**src/mae_pkg.sv**
```systemverilog
// Shared types and constants for the matrix arithmetic engine.
`timescale 1ns / 1ps
`default_nettype none
package mae_pkg;
    localparam int DATA_W      = 32;
    localparam int DIM_W       = 4;
    localparam int CNT_W       = 7;
    localparam int IDX_OUT_W   = 3;
    localparam int MAX_DIM_DEF = 8;
    localparam int FRAC_DEF    = 16;

    localparam logic [1:0] CFG_MODE   = 2'd0;
    localparam logic [1:0] CFG_A_ROWS = 2'd1;
    localparam logic [1:0] CFG_A_COLS = 2'd2;
    localparam logic [1:0] CFG_B_COLS = 2'd3;

    typedef enum logic [1:0] {
        MODE_MUL = 2'd0,
        MODE_ADD = 2'd1,
        MODE_SUB = 2'd2,
        MODE_TRN = 2'd3
    } t_mode;

    typedef enum logic [2:0] {
        S_IDLE,
        S_RD,
        S_MUL,
        S_ACC,
        S_OUT,
        S_DONE
    } t_state;

    // store write from the loader
    typedef struct packed {
        logic              we_a;
        logic              we_b;
        logic [CNT_W-1:0]  addr;
        logic [DATA_W-1:0] data;
    } t_wr;

    // one queued operation with its clamped sizes
    typedef struct packed {
        t_mode            mode;
        logic [DIM_W-1:0] ar;
        logic [DIM_W-1:0] ac;
        logic [DIM_W-1:0] bc;
    } t_job;

    typedef struct packed {
        logic [DATA_W-1:0]    value;
        logic [IDX_OUT_W-1:0] row;
        logic [IDX_OUT_W-1:0] col;
        logic                 sat;
        logic                 last;
    } t_res;
endpackage
`default_nettype wire

```
**src/mae_front.sv**
```systemverilog
// Loader: config registers, element counting, store writes, job issue.
`timescale 1ns / 1ps
`default_nettype none
module mae_front #(
    parameter int MAX_DIM = 8
) (
    input  wire logic                      i_clk,
    input  wire logic                      i_rst_n,
    input  wire logic                      i_cfg_we,
    input  wire logic [1:0]                i_cfg_idx,
    input  wire logic [mae_pkg::DIM_W-1:0] i_cfg_data,
    input  wire logic                      push,
    output logic                           full,
    input  wire logic [mae_pkg::DATA_W-1:0] i_elem_value,
    input  wire logic                      i_job_done,
    output mae_pkg::t_wr                   o_wr,
    output logic                           o_job_push,
    output mae_pkg::t_job                  o_job
);
    import mae_pkg::*;

    localparam int DEPTH = MAX_DIM * MAX_DIM;

    t_mode            r_mode;
    logic [DIM_W-1:0] r_ar, r_ac, r_bc;
    logic [CNT_W-1:0] r_cnt, n_cnt;
    logic             r_lb, n_lb;
    logic             r_open;

    logic [DIM_W-1:0]   ar, ac, bc;
    logic               lb_eff, accept, issue;
    logic [CNT_W-1:0]   cnt, cnt1;
    logic [2*DIM_W-1:0] need;

    function automatic logic [DIM_W-1:0] clamp(input logic [DIM_W-1:0] d);
        if (d == '0) return DIM_W'(1);
        if (d > DIM_W'(MAX_DIM)) return DIM_W'(MAX_DIM);
        return d;
    endfunction

    always_ff @(posedge i_clk) begin
        if (!i_rst_n) begin
            r_mode <= MODE_MUL;
            r_ar   <= DIM_W'(4);
            r_ac   <= DIM_W'(4);
            r_bc   <= DIM_W'(4);
        end else if (i_cfg_we) begin
            case (i_cfg_idx)
                CFG_MODE:   r_mode <= t_mode'(i_cfg_data[1:0]);
                CFG_A_ROWS: r_ar   <= i_cfg_data;
                CFG_A_COLS: r_ac   <= i_cfg_data;
                CFG_B_COLS: r_bc   <= i_cfg_data;
                default: ;
            endcase
        end
    end

    assign ar     = clamp(r_ar);
    assign ac     = clamp(r_ac);
    assign bc     = clamp(r_bc);
    assign full   = r_open;
    assign accept = push && !r_open;
    // transpose picked while waiting for B drops A and restarts
    assign lb_eff = r_lb && (r_mode != MODE_TRN);
    assign cnt    = (r_lb && r_mode == MODE_TRN) ? '0 : r_cnt;
    assign cnt1   = cnt + CNT_W'(1);

    always_comb begin
        need  = (lb_eff && r_mode == MODE_MUL) ? ac * bc : ar * ac;
        n_cnt = r_cnt;
        n_lb  = r_lb;
        issue = 1'b0;
        if (accept) begin
            if ({1'b0, cnt1} < need) begin
                n_cnt = cnt1;
                n_lb  = lb_eff;
            end else begin
                n_cnt = '0;
                if (!lb_eff && r_mode != MODE_TRN) begin
                    n_lb = 1'b1;
                end else begin
                    n_lb  = 1'b0;
                    issue = 1'b1;
                end
            end
        end
    end

    always_ff @(posedge i_clk) begin
        if (!i_rst_n) begin
            r_cnt  <= '0;
            r_lb   <= 1'b0;
            r_open <= 1'b0;
        end else begin
            r_cnt <= n_cnt;
            r_lb  <= n_lb;
            if (issue) begin
                r_open <= 1'b1;
            end else if (i_job_done) begin
                r_open <= 1'b0;
            end
        end
    end

    always_comb begin
        o_wr.we_a = accept && !lb_eff && (cnt < CNT_W'(DEPTH));
        o_wr.we_b = accept && lb_eff && (cnt < CNT_W'(DEPTH));
        o_wr.addr = cnt;
        o_wr.data = i_elem_value;
    end

    assign o_job_push = issue;
    assign o_job.mode = r_mode;
    assign o_job.ar   = ar;
    assign o_job.ac   = ac;
    assign o_job.bc   = bc;
endmodule
`default_nettype wire

```
**config.mk**
```make
export PLATFORM = sky130hd
export DESIGN_NAME = mae_front
export DESIGN_NICKNAME = d
export VERILOG_FILES = /design/src/mae_pkg.sv /design/src/mae_front.sv
export SDC_FILE = /design/constraint.sdc
export NUM_CORES = 1
export LEC_CHECK = 0
export BUFFER_PORTS_ARGS = -buffer_cell sky130_fd_sc_hd__buf_4
export CORE_UTILIZATION = 51
export CTS_BUF_LIST = sky130_fd_sc_hd__clkbuf_8
export DETAILED_ROUTE_END_ITERATION = 10
export PLACE_DENSITY = 0.87
export SLEW_MARGIN = 20
export SYNTH_ARGS = -nofsm -noshare
export SYNTH_HDL_FRONTEND = slang
export SYNTH_SLANG_ARGS = --single-unit
export TNS_END_PERCENT = 10
```
**constraint.sdc**
```tcl
create_clock -name i_clk -period 5.75 [get_ports i_clk]
set_input_delay 0.8625 -clock i_clk [delete_from_list [all_inputs] [get_ports i_clk]]
set_output_delay 0.8625 -clock i_clk [all_outputs]
set_load 0.02 [all_outputs]
```
; Word-level counts from Yosys, hierarchy flattened
; Index checks and enable logic that the tools add are counted.
[totals]
in_bits = 43
out_inout_bits = 57
regBits = 23
elab_cells = 72
[classes]
reduce_logical = 21
order_cmp = 5
n_mul = 2
muxes = 31
eq_ne = 5
add_sub_neg = 1
[op_table]
columns = operator, n
row1 = 4-bit 2-to-1 mux, 12
row2 = 4-bit by 4-bit multiplier with 8-bit output, 2
row3 = 1-bit 2-to-1 mux, 16
row4 = 7-bit 2-to-1 mux, 2
row5 = 4-bit greater-than comparator (second input constant), 3
row6 = 4-bit zero test, 3
row7 = 1-bit logical AND, 9
row8 = 7-bit by 8-bit less-than comparator with 1-bit output, 1
row9 = 8-bit 2-to-1 mux, 1
row10 = 2-bit AND reduction, 4
row11 = 7-bit by 1-bit adder with 7-bit output (second input constant), 1
row12 = 7-bit less-than comparator (second input constant), 1
row13 = 2-bit equality test (second input constant), 3
row14 = 2-bit zero test, 2
row15 = 2-bit by 1-bit equality test with 1-bit output (second input constant), 1
row16 = 1-bit zero test, 2
row17 = 2-bit inequality test (second input constant), 1
row18 = 2-bit nonzero test, 1

; Longest topological paths before layout
[depth]
ltp_word = 11
ltp_mapped = 22

; Worst setup path before layout
; No wires, ideal clock.
[synth_path]
kind = flip-flop to output port
startpoint = register r_ar[1]
endpoint = output o_job_push
path_buffers = 1
setup_slack_ps = 212
path_stages_with_launch = 23
arrival_ps = 4675
path_cell_list = dfxtp_1 -> o21ba_2 -> or2_2 -> inv_1 -> nand2_1 -> fa_1 -> inv_1 -> fa_1 -> inv_1 -> fa_1 -> inv_1 -> a21o_1 -> a21oi_1 -> xor2_1 -> nor2_1 -> a21oi_1 -> ha_1 -> a21o_1 -> a41o_1 -> o311ai_1 -> or2_1 -> buf_6 -> nor3_1
[synth_lines]
columns = item, line_no
row1 = start: declaration, mae_front.sv:25  ; logic [DIM_W-1:0] r_ar, r_ac, r_bc;
row2 = start signal: assignment, mae_front.sv:50  ; CFG_A_ROWS: r_ar <= i_cfg_data;
row3 = end: declaration, mae_front.sv:17  ; output logic o_job_push,

; Final worst setup path
[layout_path]
startpoint = register r_ar[1]
endpoint = output o_job_push
[layout_via]
elab_chain_len = 10
elab_cells_between_ends = 13
cone_classes = mul: 1 / order compare: 2 / mux: 9 / reduce/logical: 1
[layout_lines]
columns = item, line_no
row1 = 4-bit greater-than comparator, mae_front.sv:37  ; if (d > DIM_W'(MAX_DIM)) return DIM_W'(MAX_DIM);
row2 = 1-bit 2-to-1 mux (2 in series), mae_front.sv:37
row3 = 4-bit 2-to-1 mux, mae_front.sv:38  ; return d;
row4 = 4-bit 2-to-1 mux *, mae_front.sv:37
row5 = 4-bit by 4-bit multiplier with 8-bit output *, mae_front.sv:69  ; need = (lb_eff && r_mode == MODE_MUL) ? ac * bc : ar * ac;
row6 = 8-bit 2-to-1 mux *, mae_front.sv:69
row7 = 7-bit by 8-bit less-than comparator with 1-bit output *, mae_front.sv:74  ; if ({1'b0, cnt1} < need) begin
row8 = 1-bit 2-to-1 mux *, mae_front.sv:74
row9 = 1-bit 2-to-1 mux *, mae_front.sv:73  ; if (accept) begin
; Mark *: on every way between the ends. The rest lies on a longest branch, timed or not. The select of a mux whose other input is x is not followed.

==> reports/metrics.yaml <==
antennaDiodeCount: 0
status: "completed"
drtIter0Drc: 170
vias: 2145
place_area_um2: 2590
maxCapViolCount: 0
wl_per_cell_um: 15.2
cp-start-kind: "register"
tightest_slew_ps: 812
final_max_slew_viol_count: 0
coreArea_um2: 4720
drive_gt1_share_pct: 22.1
critPathMaxFanout: 3
syn_area_um2: 2520
synth_edf_count: 0
ys_warn_count: 0
htree_levels: 1
synth_top_area_share_pct: 18.3
cts_root_buf: "clkbuf_8"
antenna_left: 0
firstDrtPassIters: 4
antenna_found_initial: 0
final_cell_area_um2: 2740
synthArstFlopShare_pct: 0
crit_path_top_delay_cell: "fa_1"
hpwl_um: 4380
nets: 391
die_y_um: 72.3
finalClockSkew_ps: 3.11
std_cell_rows: 25
crit_type: "reg2out"
synthTopCellsByArea: "dfxtp_1 (18%), ha_1 (15%), buf_4 (9.5%)"
dieArea_um2: 5220
ctsHoldBuffers: 0
ys_seq_elements: 23
cts_tree: "done"
avgSynthCellArea_um2: 8.31
grt_pass1_vias: 1981
synth_cell_types: 41
fmax_mhz: 180
cp-end-kind: "primary output"
whs_ps: 508
clk_pin_slew_ps: 80
ir_drop_uv: 151
grt_max_degree: 18
grt_pass1_wl_um: 9000
start_util_pct: 53.3
post-route-period-util_pct: 96.7
insertion_delay_ps: 260
power_density_nw_per_um2: 154
p_leak_uw: 0.00142
drt_wl_total_um: 5700
reg2reg_depth: 20
hold_depth: 2
numPortBuffers: 35
ys.flop_type: "dfxtp_1"
cp.required_ps: 4890
holdCritPathClass: "reg2reg"
dieWidth_um: 72.3
ys_seq_area_share_pct: 18.3
crit_path_cell_trace: "o21ba_2 -> or2_4 -> inv_1 -> nand2_1 -> fa_1 -> inv_1 -> fa_1 -> ha_4 -> a211oi_2 -> nor2_2 -> nor3_2 -> a21oi_2 -> ha_1 -> a21o_1 -> a21o_1 -> a41o_1 -> o311ai_4 -> or2_1 -> nor3_2 -> buf_4"
cts_max_path_buffers: 2
overflow: 0
slew_headroom_pct: 45.8
arrival_ps: 4700
ioPinCount: 100
syn2layout_area_growth_pct: 8.64
syn_inst: 303
setup_violations: 0
syn_nets: 385
yosys.area.top_type: "dfxtp_1"
cts_made_buffers: 3
cts.sinks: 23
track_usage_pct: 21.6
routed_via_density: 5.72
gp_congestion: 0.842
hold_viol: 0
critical_path.max_stage_delay_ps: 570
fin_crit_ps: 5560
route.detailed.drc: 0
## power by group
group / internal [µW] / switching (µW)
clock: 47.7 / 50.5
sequential: 166 / 8.98
combinational: 64.0 / 83.9
## critical path: cells and delay by family (launching register included)
family,cells,cell delay [ps]
and+or+nand+nor,6,940
adders and majority gates,4,1700
AOI/OAI and AO/OA,7,1180
DFF,1,330
buffers and inverters,3,290
## synth_stat cells (2+ instances only)
cell      count
nand2_1      17
o211ai_1      3
o21bai_1      2
xnor2_1       3
ha_1         31
and2_1       19
nor3_1        5
a32o_1        5
nand3_1       7
xor2_1        6
a211oi_1      4
nand3b_1      3
clkbuf_1      5
dfxtp_1      23
nor3b_1       2
inv_1        20
o21ai_0       6
nand2b_1      9
buf_6         3
a21o_1        6
a31oi_1       2
a21oi_1      12
nor2_1       38
mux2i_1      17
fa_1          8
buf_4        32
## registers in the layout, indices dropped and copies added, names as in the netlist
register / flops
r_ac: 4
r_bc: 4
r_cnt: 7
full: 1
r_lb: 1
r_ar: 4
r_mode: 2
## path summary, 6_finish.rpt
kind | end | from | slack (ps)
worst max-delay path | o_job_push | r_ar[1]$_SDFFE_PN0P_ | 190
worst min-delay path | r_cnt[1]$_SDFFE_PN0P_ | r_cnt[1]$_SDFFE_PN0P_ | 510
worst max register to register | r_lb$_SDFFE_PN0P_ | r_ar[1]$_SDFFE_PN0P_ | 1020
worst min register to register | r_cnt[1]$_SDFFE_PN0P_ | r_cnt[1]$_SDFFE_PN0P_ | 510
## kinds of logic (layout without fill, tap and decap cells)
family | after synthesis | count (layout) | share of synthesized area (%)
compound gates | 48 | 48 | 14.1
xor+xnor | 9 | 9 | 3.13
fa+ha+maj | 39 | 39 | 21.8
buf+inv | 60 | 65 | 14.6
flops | 23 | 23 | 18.3
mux | 17 | 17 | 6.76
simple gates | 107 | 107 | 21.4
## placed cells by master, fill, tap and decap left out, drive strengths merged, types with 4 or more instances in the layout
cell and count:
dfxtp 23, and2 19, nand2b 9, nor2 38, buf 41, o21ai 6, nand3 7, a32o 5
ha 31, nand2 17, fa 8, xor2 6, a21oi 12, nor3 5, a21o 6, inv 21
a211oi 4, mux2i 17
## stage by stage
step | setup TNS (ps) | cells | power (µW) | util, % | setup WS, ps
after floorplan | 0 | 303 | 307 | - | 212
after global placement | 0 | 368 | 308 | 54.9 | 392
after detailed placement | 0 | 368 | 313 | 54.9 | 230
after CTS | 0 | 372 | 409 | 56.1 | 35.7
after global routing | -33.5 | 375 | 440 | 57.9 | -33.5
final | 0 | 375 | 421 | 57.9 | 188
## metal layers
metal | global-route usage, % | vias up | wire length, µm
met5 | 0 | - | 0
met3 | 1.67 | 10 | 282
met4 | 7.41 | 0 | 77
li1 | - | 1028 | -
met1 | 27.4 | 1030 | 2530
met2 | 38.6 | 77 | 2810
## what timing repair did
action	in CTS	in global routing
cloned	0	0
buffers inserted	0	3
pin swaps	0	11
setup endpoints to repair	1	1
gates resized for setup	1	18
## area by class of cell
type / count / area (µm²)
clock buffer: 3 / 41.3
clock inverter: 1 / 3.75
fill: 424 / 1990
inverter: 20 / 75.1
multi-input combinational: 220 / 1760
sequential: 23 / 463
tap: 67 / 83.8
timing repair buffer: 41 / 308
Power figures use the tool's default switching activity.
