--- config.mk ---
export PLATFORM = sky130hd
export DESIGN_NAME = mae_cmdq
export DESIGN_NICKNAME = d
export VERILOG_FILES = /design/src/mae_pkg.sv /design/src/mae_cmdq.sv
export SDC_FILE = /design/constraint.sdc
export NUM_CORES = 1
export LEC_CHECK = 0
export BUFFER_PORTS_ARGS = -buffer_cell sky130_fd_sc_hd__buf_4
export CORE_UTILIZATION = 50
export CTS_BUF_LIST = sky130_fd_sc_hd__clkbuf_4 sky130_fd_sc_hd__clkbuf_8 sky130_fd_sc_hd__clkbuf_16
export DETAILED_ROUTE_END_ITERATION = 10
export HOLD_SLACK_MARGIN = 0.05
export PLACE_DENSITY = 0.76
export SYNTH_ARGS = -nofsm -noshare
export SYNTH_HDL_FRONTEND = slang
export SYNTH_SLANG_ARGS = --single-unit
export TNS_END_PERCENT = 20
--- constraint.sdc ---
create_clock -name i_clk -period 2.1 [get_ports i_clk]
set_input_delay 0.105 -clock i_clk [delete_from_list [all_inputs] [get_ports i_clk]]
set_output_delay 0.105 -clock i_clk [all_outputs]
set_load 0.01 [all_outputs]
--- src/mae_pkg.sv ---
// Shared types and constants for the matrix arithmetic engine.
`timescale 1ns / 1ps
`default_nettype none
package mae_pkg;
    localparam int DATA_W      = 32;
    localparam int DIM_W       = 4;
    localparam int CNT_W       = 7;
    localparam int IDX_OUT_W   = 3;
    localparam int MAX_DIM_DEF = 8;
    localparam int FRAC_DEF    = 16;

    localparam logic [1:0] CFG_MODE   = 2'd0;
    localparam logic [1:0] CFG_A_ROWS = 2'd1;
    localparam logic [1:0] CFG_A_COLS = 2'd2;
    localparam logic [1:0] CFG_B_COLS = 2'd3;

    typedef enum logic [1:0] {
        MODE_MUL = 2'd0,
        MODE_ADD = 2'd1,
        MODE_SUB = 2'd2,
        MODE_TRN = 2'd3
    } t_mode;

    typedef enum logic [2:0] {
        S_IDLE,
        S_RD,
        S_MUL,
        S_ACC,
        S_OUT,
        S_DONE
    } t_state;

    // store write from the loader
    typedef struct packed {
        logic              we_a;
        logic              we_b;
        logic [CNT_W-1:0]  addr;
        logic [DATA_W-1:0] data;
    } t_wr;

    // one queued operation with its clamped sizes
    typedef struct packed {
        t_mode            mode;
        logic [DIM_W-1:0] ar;
        logic [DIM_W-1:0] ac;
        logic [DIM_W-1:0] bc;
    } t_job;

    typedef struct packed {
        logic [DATA_W-1:0]    value;
        logic [IDX_OUT_W-1:0] row;
        logic [IDX_OUT_W-1:0] col;
        logic                 sat;
        logic                 last;
    } t_res;
endpackage
`default_nettype wire

--- src/mae_cmdq.sv ---
// Two-entry job queue between loader and compute sequencer.
`timescale 1ns / 1ps
`default_nettype none
module mae_cmdq (
    input  wire logic     i_clk,
    input  wire logic     i_rst_n,
    input  wire logic     i_push,
    input  mae_pkg::t_job i_job,
    input  wire logic     i_pop,
    output logic          o_valid,
    output mae_pkg::t_job o_job
);
    import mae_pkg::*;

    t_job       r_q [2];
    logic       r_wp, r_rp;
    logic [1:0] r_cnt;
    logic       do_push, do_pop;

    assign do_push = i_push && (r_cnt != 2'd2);
    assign do_pop  = i_pop && (r_cnt != 2'd0);
    assign o_valid = (r_cnt != 2'd0);
    assign o_job   = r_q[r_rp];

    always_ff @(posedge i_clk) begin
        if (do_push) begin
            r_q[r_wp] <= i_job;
        end
    end

    always_ff @(posedge i_clk) begin
        if (!i_rst_n) begin
            r_wp  <= 1'b0;
            r_rp  <= 1'b0;
            r_cnt <= '0;
        end else begin
            if (do_push) r_wp <= ~r_wp;
            if (do_pop)  r_rp <= ~r_rp;
            r_cnt <= r_cnt + {1'b0, do_push} - {1'b0, do_pop};
        end
    end
endmodule
`default_nettype wire

* Word-level counts from Yosys, hierarchy flattened
Memories as Yosys holds them, arrays and structs flattened. A register that Yosys moved wholly into a read port is not among the register bits. Index checks and enable logic that the tools add are counted.
Word-level totals: register bits 4, RAM bits 28, input bits 18, output and inout port bits 15, word-level logic and storage cells 16, memories 1
Cells by class: $add $sub $neg 2, equal/unequal tests 1, muxes and demuxes 4, bitwise gates (word level) 2, reductions and logical operators 3
Memories:
- r_q | depth 2, bits a word 14, read ports 1, clocked after Yosys merged registers in 1, wr ports 1, RTL line mae_cmdq.sv:15 | t_job r_q [2];
Operators with widths (count):
- $mux W1 | 4
- $add A2 B1 Y2 | 1
- $logic_and A1 B1 Y1 | 2
- $ne A2 B2 Y1 const B | 1
- $not A1 Y1 | 2
- $reduce_bool A2 Y1 | 1
- $sub A2 B1 Y2 | 1

* Logic depth before layout (Yosys ltp)
Gate-level depths: netlist (run 1).
depth after elaboration 4, mapped depth 8, gate-level depth less buffers 8

* Worst setup path before layout (run 1)
Ideal clock, no wire load.
path type register to register, start reg r_cnt[0], end reg r_cnt[1], library setup time 0.115 ns, data arrival time 1.390 ns, required time 1.985 ns, path slack 0.595 ns, cell stages (with the launch flop) 8, path buffers 0, path through dfxtp_1 > o21a_2 > ha_1 > inv_1 > ha_1 > xnor2_1 > xnor2_1 > and2_1
On the way: elaborated cells between the ends (all ways) 6
RTL lines:
- start: declaration | RTL line mae_cmdq.sv:17 | logic [1:0] r_cnt;
- start signal: assignment | RTL line mae_cmdq.sv:39 | r_cnt <= r_cnt + {1'b0, do_push} - {1'b0, do_pop};
- $reduce_bool A2 Y1 | RTL line mae_cmdq.sv:21 | assign do_pop = i_pop && (r_cnt != 2'd0);
- $logic_and A1 B1 Y1 | RTL line mae_cmdq.sv:21
- named net do_pop | RTL line mae_cmdq.sv:18 | logic do_push, do_pop;
- $sub A2 B1 Y2 | RTL line mae_cmdq.sv:39
The timed path passes the listed nets, and every way through them passes these cells. A chain may end at the register's enable or synchronous reset.

==> impl_results.md, run 1 <==
- Outcome: finished, final reports clean
- Synth Cell Area: 0.00125 mm²
- CTS max path bufs: 2
- Synth Area per Inst: about 18 µm²
- Initial DRC Count: 16
- Vias: around 750
- Via-to-Cell Ratio: ~4.9
- Chip height: 52.1 µm
- Routed len/inst: 14.5 µm
- Post-DRT Antenna Nets: 0
- Final Hold Vio Count: 0
- Std cell rows: 17
- Cell area after layout: 0.00175 mm²
- Clock sink total: 33
- Max-slew violation count: 0
- Synth Warn #: 0
- CP endpoint kind: output port
- Largest net degree at the start of global routing: 15
- Sequential share of power: 0.495
- Router iterations before antenna repair: 4
- Final Critical Period: 1710 ps
- Diode count: 0
- Switch share: 0.269
- Endpoints failing setup: 0
- Reg clk slew, reported paths: 100 ps
- Clk network pwr share: 0.211
- Die area: ~0.0027 mm²
- F_max: 585 MHz
- Placement Cell Area: 0.00153 mm²
- GP Congestion: 0.648
- DRT Wirelength: 2200 µm
- Skew-Pair Late Insertion Delay: 330 ps
- IO Pins: 33
- Core area: 0.00230 mm²
- Nets: 143
- P_sw: 0.491 mW
- Pleak: a little under 0.7 nW
- Die width: 52.1 µm
- Port buffer count: 32
- CTS tree: yes
- HP Class: input port to flip-flop
- Final period util: 0.813
- Initial core utilization: 0.546
- CP Data Arrival Time: 1600 ps
- FF+latch count, synth: 33
- Syn nets: 88
- DRC errors left: 0
- Post-synthesis sequential area ratio: 0.750
- Critical path class: flip-flop to output port
- Global-route total usage across every layer: 0.192
- Num CTS Buffers: 5
- Crit-path max FO: 14
- Post-CTS Setup Bufs: 0
- CP startpoint kind: flip-flop
- Setup TNS: 0 ps
- Least-Margin Pin Slew: 616 ps
- Grt ovf: 0
- Share of layout cells above drive strength 1: 0.476
- Clock root buffer: clkbuf_4
- Number of global-route vias before repair: 749
- Initial antenna violation count: 0
- MaxCap Viol Count: 0
- RSZ-0062 raised after global routing: no
- Htree depth: 2
- Syn Inst Count: 68
- Comb power frac: 0.294
- Worst Path Required: 2000 ps
- Clock Skew: 12.7 ps
- Final HPWL DP: between 1000 and 1500 µm
- Peak supply drop: 0.803 mV
- Max-slew headroom: 0.589
- Yosys cell types: 15
- P_int: 1.34 mW
- Pwr Density: between 1000 and 1500 mW/mm²
- Global-route wire length before repair: 3420 µm
- Area growth, synth to finish: 39.5%
worst max-delay path: stages (launching register included):
cell and delay [ps]:
dfxtp_1 730, mux2_2 410, buf_4 140
flip-flops by register name, indices dropped and copies added, names as in the netlist, named ones only:
| register | flops |
|---|---|
| r_q | 28 |
| r_cnt | 2 |
| r_rp | 1 |
| r_wp | 1 |
metal layers:
| layer | GRT usage | part of all wire |
|---|---|---|
| met5 | 0 | 0 |
| met4 | 0.122 | 0.024 |
| met3 | 0.0439 | 0.039 |
| met2 | 0.344 | 0.54 |
| met1 | 0.200 | 0.40 |
cell usage in the layout (no fill, tap or decap):
cell type	Yosys	layout
xnor2_1	3	3
dlygate4sd3_1	0	15
and2_1	2	2
ha_1	2	2
clkbuf_8	0	1
o21a_2	1	1
o21ai_4	1	1
nor2b_1	2	2
nand2_1	2	2
dfxtp_1	5	5
inv_1	3	3
edfxtp_1	28	28
mux2_2	14	14
mux2i_1	1	1
or2_2	1	1
buf_4	0	34
clkbuf_4	0	7
nor2_1	2	2
power by group through the flow:
stage / sequential [mW] / clock (mW) / combinational [mW]
after floorplan: 0.883 / 0 / 0.333
after global placement: 0.912 / 0 / 0.503
after detailed placement: 0.920 / 0 / 0.523
after CTS: 0.907 / 0.390 / 0.547
after global routing: 0.919 / 0.417 / 0.587
final: 0.905 / 0.385 / 0.538
through the flow:
stage / util / setup WS (ps) / power (mW) / hold slack (ps) / std cells
4_1_cts: 0.761 / 362 / 1.84 / 70.5 / 152
5_1_grt: 0.761 / 284 / 1.92 / 58.4 / 152
2_1_floorplan: - / 595 / 1.22 / 204 / 68
6_report: 0.761 / 392 / 1.83 / 76.1 / 152
3_3_place_gp: 0.667 / 580 / 1.41 / 290 / 129
3_5_place_dp: 0.667 / 455 / 1.44 / 292 / 129
synthesized netlist by cell type, drive strengths merged:
| master | count | area share |
|---|---|---|
| and2 | 2 | 0.010 |
| nor2 | 2 | 0.0060 |
| ha | 2 | 0.020 |
| or2 | 1 | 0.0050 |
| o21a | 1 | 0.0070 |
| xnor2 | 3 | 0.021 |
| inv | 3 | 0.0090 |
| mux2i | 1 | 0.0080 |
| o21ai | 1 | 0.013 |
| mux2 | 14 | 0.13 |
| nor2b | 2 | 0.010 |
| buf | 1 | 0.0090 |
| edfxtp | 28 | 0.67 |
| dfxtp | 5 | 0.080 |
| nand2 | 2 | 0.0060 |
logic make-up (layout without fill, tap and decap cells):
kind of cell / after synthesis / after routing / share of synthesized area
compound gates: 2 / 2 / 0.0200
xor+xnor: 3 / 3 / 0.0210
fa+ha+maj: 2 / 2 / 0.0200
buf+inv: 4 / 60 / 0.0180
flops: 33 / 33 / 0.751
mux: 15 / 15 / 0.134
simple gates: 9 / 9 / 0.0369
repair_timing:
action | in CTS | in global routing
resized for setup | 0 | 0
endpoints found under the setup margin | 0 | 0
hold buffers | 15 | 0
hold endpoints to repair | 32 | 0
path summary, 6_finish.rpt:
check,depth (start not counted),slack (ps),startpoint,to
worst max register to register,8,460,r_cnt[1],r_cnt[1]
worst min-delay path,3,80,i_push,r_wp
worst max-delay path,2,390,flip-flop,o_job[13]
worst min register to register,2,490,r_wp,r_wp
area by class of cell:
type,count,area (µm²)
inverter,3,11.3
fill,157,548
tap,28,35.0
sequential,33,941
clock buffer,8,66.3
multi-input combinational,31,290
timing repair buffer,49,405
Power figures use the tool's default switching activity.
==> inputs of run 2 (changes only) <==
clock period = 1.7 ns   (was 2.1 ns; I/O delays follow)
==> run 2 against run 1 <==
Non-clock buffer count increased by 4; sequential power increased by 20%; via count rose by 3.7%; highest routed layer unchanged.
==> impl_results.md, run 2 (same netlist as run 1, synthesis figures left out) <==
- Biggest register: r_q
- Worst Path Required: 1930 ps (-70 ps)
- Critical path class: flip-flop to flip-flop
- Final HPWL DP: 1630 µm (+19%)
- CP max stage cell: dfxtp_2
- RSZ-0062 raised after global routing: yes
- Num CTS Buffers: 5 (unchanged)
- Diode count: 0 (unchanged)
- Htree depth: 2 (unchanged)
- Via-to-Cell Ratio: 4.97 (+1.1%)
- Pwr Total: 2.30 mW (+26%)
- Max-slew headroom: 0.660 (+0.0712)
- Crit path cell chain: buf_4, o21a_2, ha_1, inv_1, ha_2, xnor2_1, xnor2_1, and2_1
- Global-route wire length before repair: 3850 µm (+13%)
- MaxCap Viol Count: 0 (unchanged)
- Max FFs per register: 28 (unchanged)
- Vias: 776 (+3.7%)
- Router iterations before antenna repair: 5 (+1)
- Largest net degree at the start of global routing: 11 (-4)
- Global-route total usage across every layer: 0.217 (+0.0242)
- Initial antenna violation count: 0 (unchanged)
- Port buffer count: 32 (unchanged)
- IO Pins: 33 (unchanged)
- Die area: 0.00271 mm² (unchanged)
- CTS max path bufs: 2 (unchanged)
- Regs by FF count: r_q: 28 flops, r_cnt: 2 flops
- CTS tree: yes
- Number of global-route vias before repair: 805 (+7.5%)
- Least-Margin Pin Slew: 510 ps (-106 ps)
- Post-DRT Antenna Nets: 0 (unchanged)
- R2R cell count: 8 (unchanged)
- CP peak stage delay: 350 ps (-380 ps)
- Routed len/inst: 15.8 µm (+8.8%)
- Clock Skew: 2.06 ps (-10.6 ps)
- Chip height: 52.1 µm (unchanged)
- Final core utilization: 0.776 (+0.0142)
- Final Hold Vio Count: 0 (unchanged)
- HP Class: input port to flip-flop
- Initial core utilization: 0.546 (unchanged)
- Most common cell after layout, fill and taps aside: buf_4
- Peak supply drop: 0.883 mV (+10%)
- Crit-path max FO: 3 (-11)
- CP startpoint kind: flip-flop
- Clock sink total: 33 (unchanged)
- Pwr Density: 1290 mW/mm² (+23%)
- Final period util: 0.986
- CP endpoint kind: flip-flop
- Worst Hold Depth: 4 (+1)
- Core area: 0.00230 mm² (unchanged)
- Post-CTS Setup Bufs: 0 (unchanged)
- Outcome: finished, final reports clean
- Endpoints failing setup: 0 (unchanged)
- Highest-count cells in the layout ignoring fill and taps: buf_4, edfxtp_1, dlygate4sd3_1
- Skew-Pair Late Insertion Delay: 330 ps (about the same)
- Max-slew violation count: 0 (unchanged)
- Pleak: 0.702 nW (+2.3%)
- Share of layout cells above drive strength 1: 0.523 (+0.0476)
- F_max: between 500 and 600 MHz
- WHS: 154 ps (+77.5 ps)
- GP Congestion: 0.661 (+1.9%)
- CP Data Arrival Time: 1900 ps (+300 ps)
- Nets: 147 (+2.8%)
- Clock root buffer: clkbuf_4
- Std cell rows: 17 (unchanged)
- Die width: 52.1 µm (unchanged)
- Reg clk slew, reported paths: 90 ps (about the same)
- CP dominant cell by count: xnor2_1
- Grt ovf: 0 (unchanged)
- DRC errors left: 0 (unchanged)
- Area growth, synth to finish: 42.1%
- Initial DRC Count: 15 (-1)
- Final Critical Period: 1680 ps
- DRT Wirelength: 2460 µm (+12%)
[run 2: cell count changes in the layout (fill, tap and decap cells not counted)]
cell / delta
clkinv_1: +1
nor2_2: +1
clkbuf_4: -2
dfxtp_1: -3
ha_2: +1
nor2_1: -1
dfxtp_2: +3
buf_4: +4
clkinv_2: +1
ha_1: -1
[run 2: timing repair]
item / CTS / global route
hold buffers: 15 / 0
setup endpoints to repair: 1 / 15
hold endpoints to repair: 33 / 0
resized for setup: 3 / 2
[run 2: cell type report]
type                            count  area, µm²
Sequential cell                    33        945
Fill cell                         152        515
Timing Repair Buffer               53        435
Multi-Input combinational cell     31        295
Clock buffer                        6       51.3
Tap cell                           28       35.0
Inverter                            3       11.3
Clock inverter                      2       8.76
[run 2: final timing paths]
| path | from | slack (ps) | endpoint |
|---|---|---|---|
| min reg2reg | r_wp | 490 | r_wp |
| min | i_push | 150 | r_wp |
| max | r_cnt[0] | 20 | r_cnt[1] |
| max reg2reg | r_cnt[0] | 20 | r_cnt[1] |
[run 2: critical path, delay by kind of cell (launching register included)]
kind            cells  cell delay, ps
xor+xnor            2             250
buf+inv             2             180
flops               1             350
compound gates      1             200
simple gates        1             150
fa+ha+maj           2             440
[run 2: metal layers]
layer	vias to the layer above	part of all wire	GRT usage	wire length, µm
met5	-	0	0	0
met4	0	0.011	0.0946	27
met3	4	0.048	0.0789	118
met2	23	0.53	0.353	1310
met1	381	0.41	0.255	1000
li1	368	-	-	-
[run 2: stage by stage]
stage / instance area, µm² / TNS, ps / worst slack (ps) / cells
after CTS: 1780 / 0 / 11.1 / 156
after global routing: 1780 / -52.9 / -52.9 / 156
after floorplan: 1250 / 0 / 195 / 68
final: 1780 / 0 / 23.8 / 156
after global placement: 1560 / 0 / 35.8 / 133
after detailed placement: 1560 / -1.70 / -1.70 / 133
[run 2: power by group]
group	internal [mW]	leakage, nW	switching (mW)
logic	0.435	0.363	0.324
registers	1.03	0.304	0.0624
clock network	0.194	0.0357	0.252
total	1.66	0.702	0.638
==> inputs of run 3 (changes only) <==
CAP_MARGIN = 25   (was not set)
SETUP_SLACK_MARGIN = 0.15   (was not set)
==> run 3 against run 2 <==
Via count up 1.5%; setup slack improved by 70 ps; clock-buffer cell count did not move; sequential share of layout area shrank 2.2 points; critical path depth did not move; first-iteration DRC count shrank 33%; register-to-register slack better by 70 ps; design area grew 4.3%; routed wire length increased by 3.3%; fmax increased by 4.4%; final cell count is 1.9% higher; largest power group unchanged; highest routed layer unchanged.
==> impl_results.md, run 3 (same netlist as run 1, synthesis figures left out) <==
- Peak supply drop: 1.02 mV (+16%)
- Core area: 0.00230 mm² (unchanged)
- Outcome: finished, final reports clean
- Max-slew violation count: 0 (unchanged)
- Highest-count cells in the layout ignoring fill and taps: buf_4, edfxtp_1, dlygate4sd3_1
- Final core utilization: 0.809 (+0.0332)
- Area growth, synth to finish: 48.2%
- WHS: 148 ps (-5.30 ps)
- Clock sink total: 33 (unchanged)
- Final Critical Period: 1610 ps (-70.1 ps)
- Largest net degree at the start of global routing: 11 (unchanged)
- Max-slew headroom: 0.646 (-0.0133)
- Pwr Total: 2.43 mW (+5.7%)
- Global-route wire length before repair: 3920 µm (+1.8%)
- HP Class: input port to flip-flop
- Biggest register: r_q
- DRT Wirelength: 2540 µm (+3.3%)
- Chip height: 52.1 µm (unchanged)
- Endpoints failing setup: 0 (unchanged)
- CP startpoint kind: flip-flop
- CTS tree: yes
- Vias: 788 (+1.5%)
- CTS max path bufs: 2 (unchanged)
- Std cell rows: 17 (unchanged)
- Regs by FF count: r_q: 28 flops, r_cnt: 2 flops
- Initial core utilization: 0.546 (unchanged)
- Num CTS Buffers: 5 (unchanged)
- Reg clk slew, reported paths: 90 ps (about the same)
- RSZ-0062 raised after global routing: yes
- Clock Skew: 1.84 ps (-0.226 ps)
- Router iterations before antenna repair: 4 (-1)
- Via-to-Cell Ratio: 4.96 (-0.37%)
- Global-route total usage across every layer: 0.221 (+0.00442)
- Fill count: 137 (-9.9%)
- Die area: 0.00271 mm² (unchanged)
- Final Hold Vio Count: 0 (unchanged)
- Post-DRT Antenna Nets: 0 (unchanged)
- IO Pins: 33 (unchanged)
- Worst Path Required: 1930 ps (about the same)
- Initial DRC Count: 10 (-5)
- Final HPWL DP: 1630 µm (unchanged)
- Crit-path max FO: 3 (unchanged)
- Least-Margin Pin Slew: 530 ps (+19.9 ps)
- Final period util: 0.945 (-0.0412)
- Most common cell after layout, fill and taps aside: buf_4
- Pwr Density: 1310 mW/mm² (+1.4%)
- Clock root buffer: clkbuf_4
- Htree depth: 2 (unchanged)
- Skew-Pair Late Insertion Delay: 330 ps (about the same)
- Share of layout cells above drive strength 1: 0.565 (+0.0414)
- DRC errors left: 0 (unchanged)
- Grt ovf: 0 (unchanged)
- CP Data Arrival Time: 1840 ps (-60 ps)
- F_max: 623 MHz (+4.4%)
- Routed len/inst: 16.0 µm (+1.3%)
- Max FFs per register: 28 (unchanged)
- Nets: 150 (+2.0%)
- Number of global-route vias before repair: 812 (+0.87%)
- CP endpoint kind: flip-flop
- Critical path class: flip-flop to flip-flop
- GP Congestion: 0.661 (unchanged)
- Port buffer count: 32 (unchanged)
- MaxCap Viol Count: 0 (unchanged)
- Die width: 52.1 µm (unchanged)
- Diode count: 0 (unchanged)
- Initial antenna violation count: 0 (unchanged)
- Pleak: 0.724 nW (+3.1%)
[run 3: layout make-up]
class	instances	area [µm²]	share of cell area
clock buffers	6	51.3	0.0276
clock inverters	2	8.76	0.00471
inverters	3	11.3	0.00606
well taps	28	35.0	0.0189
repair buffers	56	473	0.255
multi-input cells	31	334	0.180
flip-flops and latches	33	945	0.508
[run 3: worst max-delay path, cell delays in order (launching register included)]
cell and delay (ps):
dfxtp_2 330, buf_6 120, o21a_4 230, ha_4 260, inv_2 40, ha_4 150, xnor2_2 120, xnor2_1 130
and2_1 140
[run 3: through the flow]
step	instance area [µm²]	setup WS (ps)	cells	TNS, ps
floorplan	1250	195	68	0
detailed placement	1560	-1.70	133	-1.70
finish	1860	93.9	159	0
global placement	1560	35.8	133	0
CTS	1790	24.2	156	0
global route	1860	49.0	159	0
[run 3: final timing paths]
check | slack, ps | cells after the start | end | start
worst max-delay path | 90 | 8 | r_cnt[1] | r_cnt[0]
worst max register to register | 90 | 8 | r_cnt[1] | r_cnt[0]
worst min register to register | 500 | 2 | r_wp | r_wp
worst min-delay path | 150 | 4 | r_wp | i_push
[run 3: where the power goes]
group	internal [mW]	total [mW]	leakage, nW	switching, mW
logic	0.517	0.888	0.385	0.371
clock network	0.194	0.448	0.0357	0.253
registers	1.03	1.09	0.304	0.0633
[run 3: repair_timing]
| item | CTS | global route |
|---|---|---|
| pin swaps | 0 | 5 |
| hold buffers | 15 | 0 |
| endpoints found under the hold margin | 33 | 0 |
| resized for setup | 7 | 8 |
| setup endpoints to repair | 15 | 21 |
| buffers inserted | 0 | 3 |
[run 3: layer usage]
metal	vias to the layer above	routed length [µm]	track usage
met2	23	1360	0.359
met1	389	1030	0.257
met5	-	0	0
li1	372	-	-
met4	0	37	0.108
met3	4	113	0.0789
